[src/rtl/chtc_pkg.sv]
// ----------------------------------------------------------------------------
// chtc_pkg
// Shared types, constants and the CRC column function for the checked
// humidity / temperature converter.
// ----------------------------------------------------------------------------
package chtc_pkg;

	// Item layouts
	typedef struct packed {
		logic        cmd;         // 0 humidity, 1 temperature
		logic [15:0] raw_word;
		logic [7:0]  check_byte;
	} in_item_t;

	typedef struct packed {
		logic signed [14:0] value;   // hundredths of a percent or a degree
		logic               status;  // 1 on check byte mismatch
	} out_item_t;

	// Measurement kinds
	localparam logic KIND_HUMIDITY    = 1'b0;
	localparam logic KIND_TEMPERATURE = 1'b1;

	// CRC-8, x^8+x^5+x^4+1, zero initial value
	localparam int          CRC_W      = 8;
	localparam int          CRC_MSG_W  = 24;
	localparam logic [7:0]  CRC_POLY   = 8'h31;

	// Scaling
	localparam int          SCALE_SHIFT = 16;
	localparam logic [13:0] HUM_SCALE   = 14'd12500;
	localparam logic [14:0] TEMP_SCALE  = 15'd17572;
	localparam logic [13:0] HUM_OFFSET  = 14'd600;
	localparam logic [13:0] HUM_MAX     = 14'd10000;
	localparam logic [14:0] TEMP_OFFSET = 15'd4685;

	// Remainder of x^pos modulo the generator; one column of the CRC matrix.
	function automatic logic [CRC_W-1:0] crc_column(input int pos);
		logic [CRC_W-1:0] r;
		r = 8'h01;
		for (int i = 0; i < CRC_MSG_W; i++) begin
			if (i < pos) begin
				r = r[CRC_W-1] ? ({r[CRC_W-2:0], 1'b0} ^ CRC_POLY) : {r[CRC_W-2:0], 1'b0};
			end
		end
		return r;
	endfunction

endpackage

[src/rtl/chtc_crc.sv]
// ----------------------------------------------------------------------------
// chtc_crc
// Check of the received CRC byte against the raw word: flags a non-zero
// remainder over raw word and check byte.
// ----------------------------------------------------------------------------
module chtc_crc (
	input  logic [15:0] raw_word,
	input  logic [7:0]  check_byte,
	output logic        fail
);
	import chtc_pkg::*;

	logic [CRC_MSG_W-1:0] msg;
	logic [CRC_W-1:0]     rem;

	assign msg = {raw_word, check_byte};

	// The remainder is linear in the message: XOR the column of every set bit.
	always_comb begin
		rem = '0;
		for (int i = 0; i < CRC_MSG_W; i++) begin
			if (msg[i]) begin
				rem = rem ^ crc_column(i);
			end
		end
	end

	assign fail = (rem != '0);

endmodule

[src/rtl/chtc_scale.sv]
// ----------------------------------------------------------------------------
// chtc_scale
// Scaling of a raw word to hundredths: clamped humidity or offset
// temperature, selected by the measurement kind.
// ----------------------------------------------------------------------------
module chtc_scale (
	input  logic               cmd,
	input  logic [15:0]        raw_word,
	output logic signed [14:0] value
);
	import chtc_pkg::*;

	logic [29:0]        hum_prod;
	logic [30:0]        temp_prod;
	logic [13:0]        hum_q;
	logic [14:0]        temp_q;
	logic [13:0]        hum_val;
	logic signed [14:0] temp_val;

	assign hum_prod  = 30'(raw_word) * 30'(HUM_SCALE);
	assign temp_prod = 31'(raw_word) * 31'(TEMP_SCALE);
	assign hum_q     = hum_prod[SCALE_SHIFT +: 14];
	assign temp_q    = temp_prod[SCALE_SHIFT +: 15];

	// Saturate humidity to 0..HUM_MAX
	always_comb begin
		priority if (hum_q < HUM_OFFSET) begin
			hum_val = '0;
		end else if (hum_q - HUM_OFFSET > HUM_MAX) begin
			hum_val = HUM_MAX;
		end else begin
			hum_val = hum_q - HUM_OFFSET;
		end
	end

	assign temp_val = $signed(temp_q - TEMP_OFFSET);

	always_comb begin
		unique case (cmd)
			KIND_HUMIDITY: begin
				value = $signed({1'b0, hum_val});
			end
			KIND_TEMPERATURE: begin
				value = temp_val;
			end
			default: begin
				value = '0;
			end
		endcase
	end

endmodule

[src/rtl/crc_checked_humidity_temp_convert.sv]
// ----------------------------------------------------------------------------
// crc_checked_humidity_temp_convert
// Checked humidity / temperature conversion: verify the CRC-8 of a sensor
// reading and scale it to hundredths of a percent or of a degree.
// ----------------------------------------------------------------------------
// Each input item is a reading (kind, 16-bit raw word, received check byte)
// and gives exactly one result item. The block takes one item per clock
// while out_ready keeps taking results: the item is held in an input
// register, the CRC-8 (x^8+x^5+x^4+1, zero start) and the constant scaling
// run as one pass of logic, and the result lands in the output register,
// which holds it until out_ready takes it. That pass, a 16 by 14 and a 16
// by 15 bit constant multiply with the subtract and clamp, sets the clock
// figure. While the output register is full and not taken, the input
// register still takes one more item; in_ready falls only when both are
// full. A reading whose check fails gives status 1 and value 0. Humidity is
// clamped to 0..10000; temperature spans -4685..12886. There is no
// configuration and no state beyond the two pipeline registers.
// ----------------------------------------------------------------------------
module crc_checked_humidity_temp_convert (
	input  logic                 clk,
	input  logic                 arst_n,
	input  logic                 in_valid,
	output logic                 in_ready,
	input  chtc_pkg::in_item_t   in_data,
	output logic                 out_valid,
	input  logic                 out_ready,
	output chtc_pkg::out_item_t  out_data
);
	import chtc_pkg::*;

	// Input register
	logic     valid_s1;
	in_item_t item_s1;

	// Result register
	logic      valid_s2;
	out_item_t item_s2;

	logic               load_s2;
	logic               crc_fail;
	logic signed [14:0] conv_value;
	out_item_t          result;

	// Advance the result register when it is empty or being emptied; the
	// input register may take a new item when it is empty or moves on too.
	assign load_s2  = !valid_s2 || out_ready;
	assign in_ready = !valid_s1 || load_s2;

	always_ff @(posedge clk or negedge arst_n) begin
		if (!arst_n) begin
			valid_s1 <= 1'b0;
		end else if (in_ready) begin
			valid_s1 <= in_valid;
		end
	end

	// Hold the payload; load only on an accepted item
	always_ff @(posedge clk) begin
		if (in_valid && in_ready) begin
			item_s1 <= in_data;
		end
	end

	chtc_crc u_crc (
		.raw_word   (item_s1.raw_word),
		.check_byte (item_s1.check_byte),
		.fail       (crc_fail)
	);

	chtc_scale u_scale (
		.cmd      (item_s1.cmd),
		.raw_word (item_s1.raw_word),
		.value    (conv_value)
	);

	// Drop the converted value on a check failure
	always_comb begin
		result.status = crc_fail;
		result.value  = crc_fail ? '0 : conv_value;
	end

	always_ff @(posedge clk or negedge arst_n) begin
		if (!arst_n) begin
			valid_s2 <= 1'b0;
		end else if (load_s2) begin
			valid_s2 <= valid_s1;
		end
	end

	always_ff @(posedge clk) begin
		if (load_s2 && valid_s1) begin
			item_s2 <= result;
		end
	end

	assign out_valid = valid_s2;
	assign out_data  = item_s2;

endmodule

[config.mk]
export PLATFORM = sky130hd
export DESIGN_NAME = crc_checked_humidity_temp_convert
export DESIGN_NICKNAME = d
export VERILOG_FILES = /design/src/rtl/chtc_pkg.sv /design/src/rtl/chtc_crc.sv /design/src/rtl/chtc_scale.sv /design/src/rtl/crc_checked_humidity_temp_convert.sv
export SDC_FILE = /design/constraint.sdc
export NUM_CORES = 1
export LEC_CHECK = 0
export ABC_AREA = 1
export BUFFER_PORTS_ARGS = -buffer_cell sky130_fd_sc_hd__buf_2
export CAP_MARGIN = 40
export CORE_ASPECT_RATIO = 0.9
export CORE_MARGIN = 4
export CORE_UTILIZATION = 58
export DETAILED_ROUTE_END_ITERATION = 16
export GPL_ROUTABILITY_DRIVEN = 0
export PLACE_DENSITY_LB_ADDON = 0.3
export SLEW_MARGIN = 20
export SYNTH_ARGS = -nofsm -noshare
export SYNTH_HDL_FRONTEND = slang
export SYNTH_SLANG_ARGS = --single-unit
[constraint.sdc]
create_clock -name clk -period 5.8 [get_ports clk]
set_clock_uncertainty 0.2 [all_clocks]
set_input_delay 0.58 -clock clk [delete_from_list [all_inputs] [get_ports clk]]
set_output_delay 0.58 -clock clk [all_outputs]
set_load 0.01 [all_outputs]
==> results.sh <==
export IMPL_final_setup_viol_count=0
export IMPL_met1_length_mm=9.79
export IMPL_synth_nets=1400
export IMPL_synth_largest_area_cell="sky130_fd_sc_hd__ha_1"
export IMPL_postPlaceCellArea_mm2=0.00969
export IMPL_setup_worst_path_class="flop to flop"
export IMPL_cts_root_buffer="sky130_fd_sc_hd__clkbuf_16"
export IMPL_hold_path_class="primary input to flop"
export IMPL_post_route_min_period_ns=5.71
export IMPL_grt_pass1_vias=7185
export IMPL_layout_area_overhead_vs_synth_pct=15.2
export IMPL_timing_slew_headroom_pct=69.1
export IMPL_placement_row_count=42
export IMPL_clock_insertion_delay_worst_skew_ns=0.29
export IMPL_numClockSinks=43
export IMPL_seq_area_mm2=0.00128
export IMPL_max_clock_path_buffers=2
export IMPL_final_cell_count_without_fillers=1410
export IMPL_synth_lib_cells_used_distinct=41
export IMPL_slowest_stage="sky130_fd_sc_hd__edfxtp_1"
export IMPL_worstPathMaxFanout=5
export IMPL_clkSlewWorstSetupHoldPaths_ns=0.06
export IMPL_drcViolationCount=0
export IMPL_multiInputGateArea_mm2=0.00722
export IMPL_critical_path_n_buffers_inverters=8
export IMPL_die_w_um=139
export IMPL_design_final_nets=1496
export IMPL_fmaxAchievable_ghz=0.175
export IMPL_setup_tns_final_ns=0
export IMPL_number_of_fillers_in_the_final_layout=1161
export IMPL_critical_path_endpoint_type="flop"
export IMPL_antenna_diode_count=0
export IMPL_most_common_layout_cells="230 x sky130_fd_sc_hd__inv_1, 190 x sky130_fd_sc_hd__nand2_1, 172 x sky130_fd_sc_hd__ha_1, 65 x sky130_fd_sc_hd__fa_1, 52 x sky130_fd_sc_hd__nor2_1"
export IMPL_slowest_delay_ns=0.53
export IMPL_postSynthRegisterBits=43
export IMPL_initial_core_util_pct=60.2
export IMPL_met2WireLength_mm=9.72
export IMPL_worst_setup_path_start_kind="flop"
export IMPL_core_region_area_mm2=0.0150
export IMPL_drt_vias_per_instance=5.32
export IMPL_post_drt_wl_per_cell_um=15.1
export IMPL_dieArea_mm2=0.0176
export IMPL_wire_length_of_the_first_global_routing_pass_mm=33.6
export IMPL_yosysWarnings=0
export IMPL_detail_route_iter0_violations=468
export IMPL_i_o_pin_count=47
export IMPL_outcome="finished, final reports clean"
export IMPL_synth_avg_cell_area_um2=8.09
export IMPL_worst_path_most_repeated_cell="sky130_fd_sc_hd__nand2_2"
export IMPL_antenna_violations_before_repair=0
export IMPL_final_common_cell="sky130_fd_sc_hd__inv_1"
export IMPL_timing_max_cap_violations=0
export IMPL_placed_cells=1382
export IMPL_tritoncts_num_buffers=5
export IMPL_overflow=0
export IMPL_area_of_all_placed_cells_without_fillers_mm2=0.0104
export IMPL_report_final_slew_viol_count=0
export IMPL_die_h_um=126
export IMPL_cts_tree="yes"
export IMPL_portBuffers=46
export IMPL_groute_usage_overall_pct=22.9
export IMPL_synth_top_cells_by_area="sky130_fd_sc_hd__ha_1 26%, sky130_fd_sc_hd__fa_1 14%, sky130_fd_sc_hd__edfxtp_1 14%"
export IMPL_grt_max_degree=23
export IMPL_dr_max_layer_used="met4"
export IMPL_layout_drive_gt1_share_pct=17.7
export IMPL_worstPathArrival_ns=5.66
export IMPL_synth_area_mm2=0.00902
export IMPL_htreeDepth=2
export IMPL_timing_worst_slew_pin_value_ns=0.460
export IMPL_vias=7501
export IMPL_final_antenna_net_count=0
export IMPL_detailed_router_iteration_count_before_antenna_repair=6
export IMPL_finalHoldViolCount=0
export IMPL_crit_required_ns=5.76
export IMPL_layout_worst_path_cycle_share_pct=98.4
export IMPL_critPathTopFamily="adder cells"
export IMPL_dp_hpwl_mm=17.2
export IMPL_ys_seq_area_share_pct=14.2
export IMPL_drt_total_wl_mm=21.3
export IMPL_syn_inst=1115
export IMPL_netlist_area_leader_share_pct=26.5
export IMPL_detailroute_wirelength_met3_mm=1.26
[cell usage after synthesis]
cell                         n
sky130_fd_sc_hd__xor2_2      3
sky130_fd_sc_hd__and3_1      1
sky130_fd_sc_hd__a211oi_1    3
sky130_fd_sc_hd__nor2_4      3
sky130_fd_sc_hd__inv_2       4
sky130_fd_sc_hd__or2_2       3
sky130_fd_sc_hd__nand3_2     3
sky130_fd_sc_hd__nor3_1      6
sky130_fd_sc_hd__fa_1       65
sky130_fd_sc_hd__buf_2       5
sky130_fd_sc_hd__nor4_1      1
sky130_fd_sc_hd__ha_1      191
sky130_fd_sc_hd__inv_1     235
sky130_fd_sc_hd__dfrtp_1     2
sky130_fd_sc_hd__nand2_4     3
sky130_fd_sc_hd__a21o_1      7
sky130_fd_sc_hd__a21oi_1    51
sky130_fd_sc_hd__a31o_2      4
sky130_fd_sc_hd__nor2_1     55
sky130_fd_sc_hd__edfxtp_1   41
sky130_fd_sc_hd__xnor2_2     1
sky130_fd_sc_hd__xor2_1     36
sky130_fd_sc_hd__o21bai_1    7
sky130_fd_sc_hd__o21a_1      1
sky130_fd_sc_hd__xnor2_1    42
sky130_fd_sc_hd__and2_1      3
sky130_fd_sc_hd__a21oi_4     1
sky130_fd_sc_hd__o31ai_1     2
sky130_fd_sc_hd__nor2_2      3
sky130_fd_sc_hd__o21a_2      1
sky130_fd_sc_hd__nor3_2      5
sky130_fd_sc_hd__nand3b_1   10
sky130_fd_sc_hd__nand3_1    47
sky130_fd_sc_hd__or2_1       2
sky130_fd_sc_hd__nand2_2    21
sky130_fd_sc_hd__a31oi_1     5
sky130_fd_sc_hd__a21oi_2     2
sky130_fd_sc_hd__nand4_1     7
sky130_fd_sc_hd__o21ai_1     6
sky130_fd_sc_hd__o21ai_0    23
sky130_fd_sc_hd__nand2_1   204
[area by class of cell]
cell class | count | share of cell area [%]
Clock buffer | 5 | 1.20
Clock inverter | 3 | 0.193
Inverter | 239 | 8.63
Multi-Input combinational cell | 829 | 69.5
Sequential cell | 43 | 12.3
Tap cell | 198 | 2.38
Timing Repair Buffer | 93 | 5.74
[timing repair]
| action | CTS | global route |
|---|---|---|
| pin swaps | 0 | 33 |
| hold buffers | 1 | 0 |
| endpoints found under the hold margin | 2 | 0 |
| setup endpoints to repair | 8 | 15 |
| setup buffers | 3 | 15 |
| cloned | 0 | 1 |
| resized for setup | 0 | 75 |
[flip-flops by register name, indices dropped and copies added (netlist names)]
name and cells:
item_s1 25, out_data 16, out_valid 1, valid_s1 1
[routing by layer]
metal	GRT usage, %	vias up
met5	0	-
met1	32.9	3451
li1	-	3756
met3	3.91	48
met4	4.78	0
met2	36.6	246
[through the flow]
| stage | worst slack (ns) | util [%] | hold WS, ns |
|---|---|---|---|
| floorplan | 0.236 | - | 0.0844 |
| global placement | 0.101 | 64.6 | 0.168 |
| detailed placement | -0.0334 | 64.7 | 0.168 |
| CTS | 0.0135 | 65.9 | 0.257 |
| global route | -0.150 | 69.4 | 0.253 |
| finish | 0.0912 | 69.4 | 0.261 |
[cell families (layout without fill, tap and decap cells)]
logic type,after synthesis,in the layout,synth area share [%]
buf+inv,244,340,10.2
xor+xnor,82,82,8.30
simple gates,377,378,19.0
compound gates,113,113,7.31
fa+ha+maj,256,256,40.9
flops,43,43,14.2
[path summary, 6_finish.rpt]
path | startpoint | endpoint | slack [ns] | depth (start not counted)
min in group asynchronous | arst_n | valid_s1$_DFFE_PN0N_ | 0.40 | 2
max in group asynchronous | arst_n | out_valid$_DFFE_PN0P_ | 4.90 | 2
setup reg to reg | item_s1[11]$_DFFE_PP_ | out_data[1]$_SDFFCE_PP0P_ | 0.09 | 37
hold reg to reg | valid_s1$_DFFE_PN0N_ | out_valid$_DFFE_PN0P_ | 0.28 | 2
hold / removal | in_data[13] | item_s1[13]$_DFFE_PP_ | 0.26 | 1
setup / recovery | item_s1[11]$_DFFE_PP_ | out_data[1]$_SDFFCE_PP0P_ | 0.09 | 37
Power is left out: the tool's default activity adds up to more than one toggle a clock period on the data nets, which glitch-free logic cannot reach.
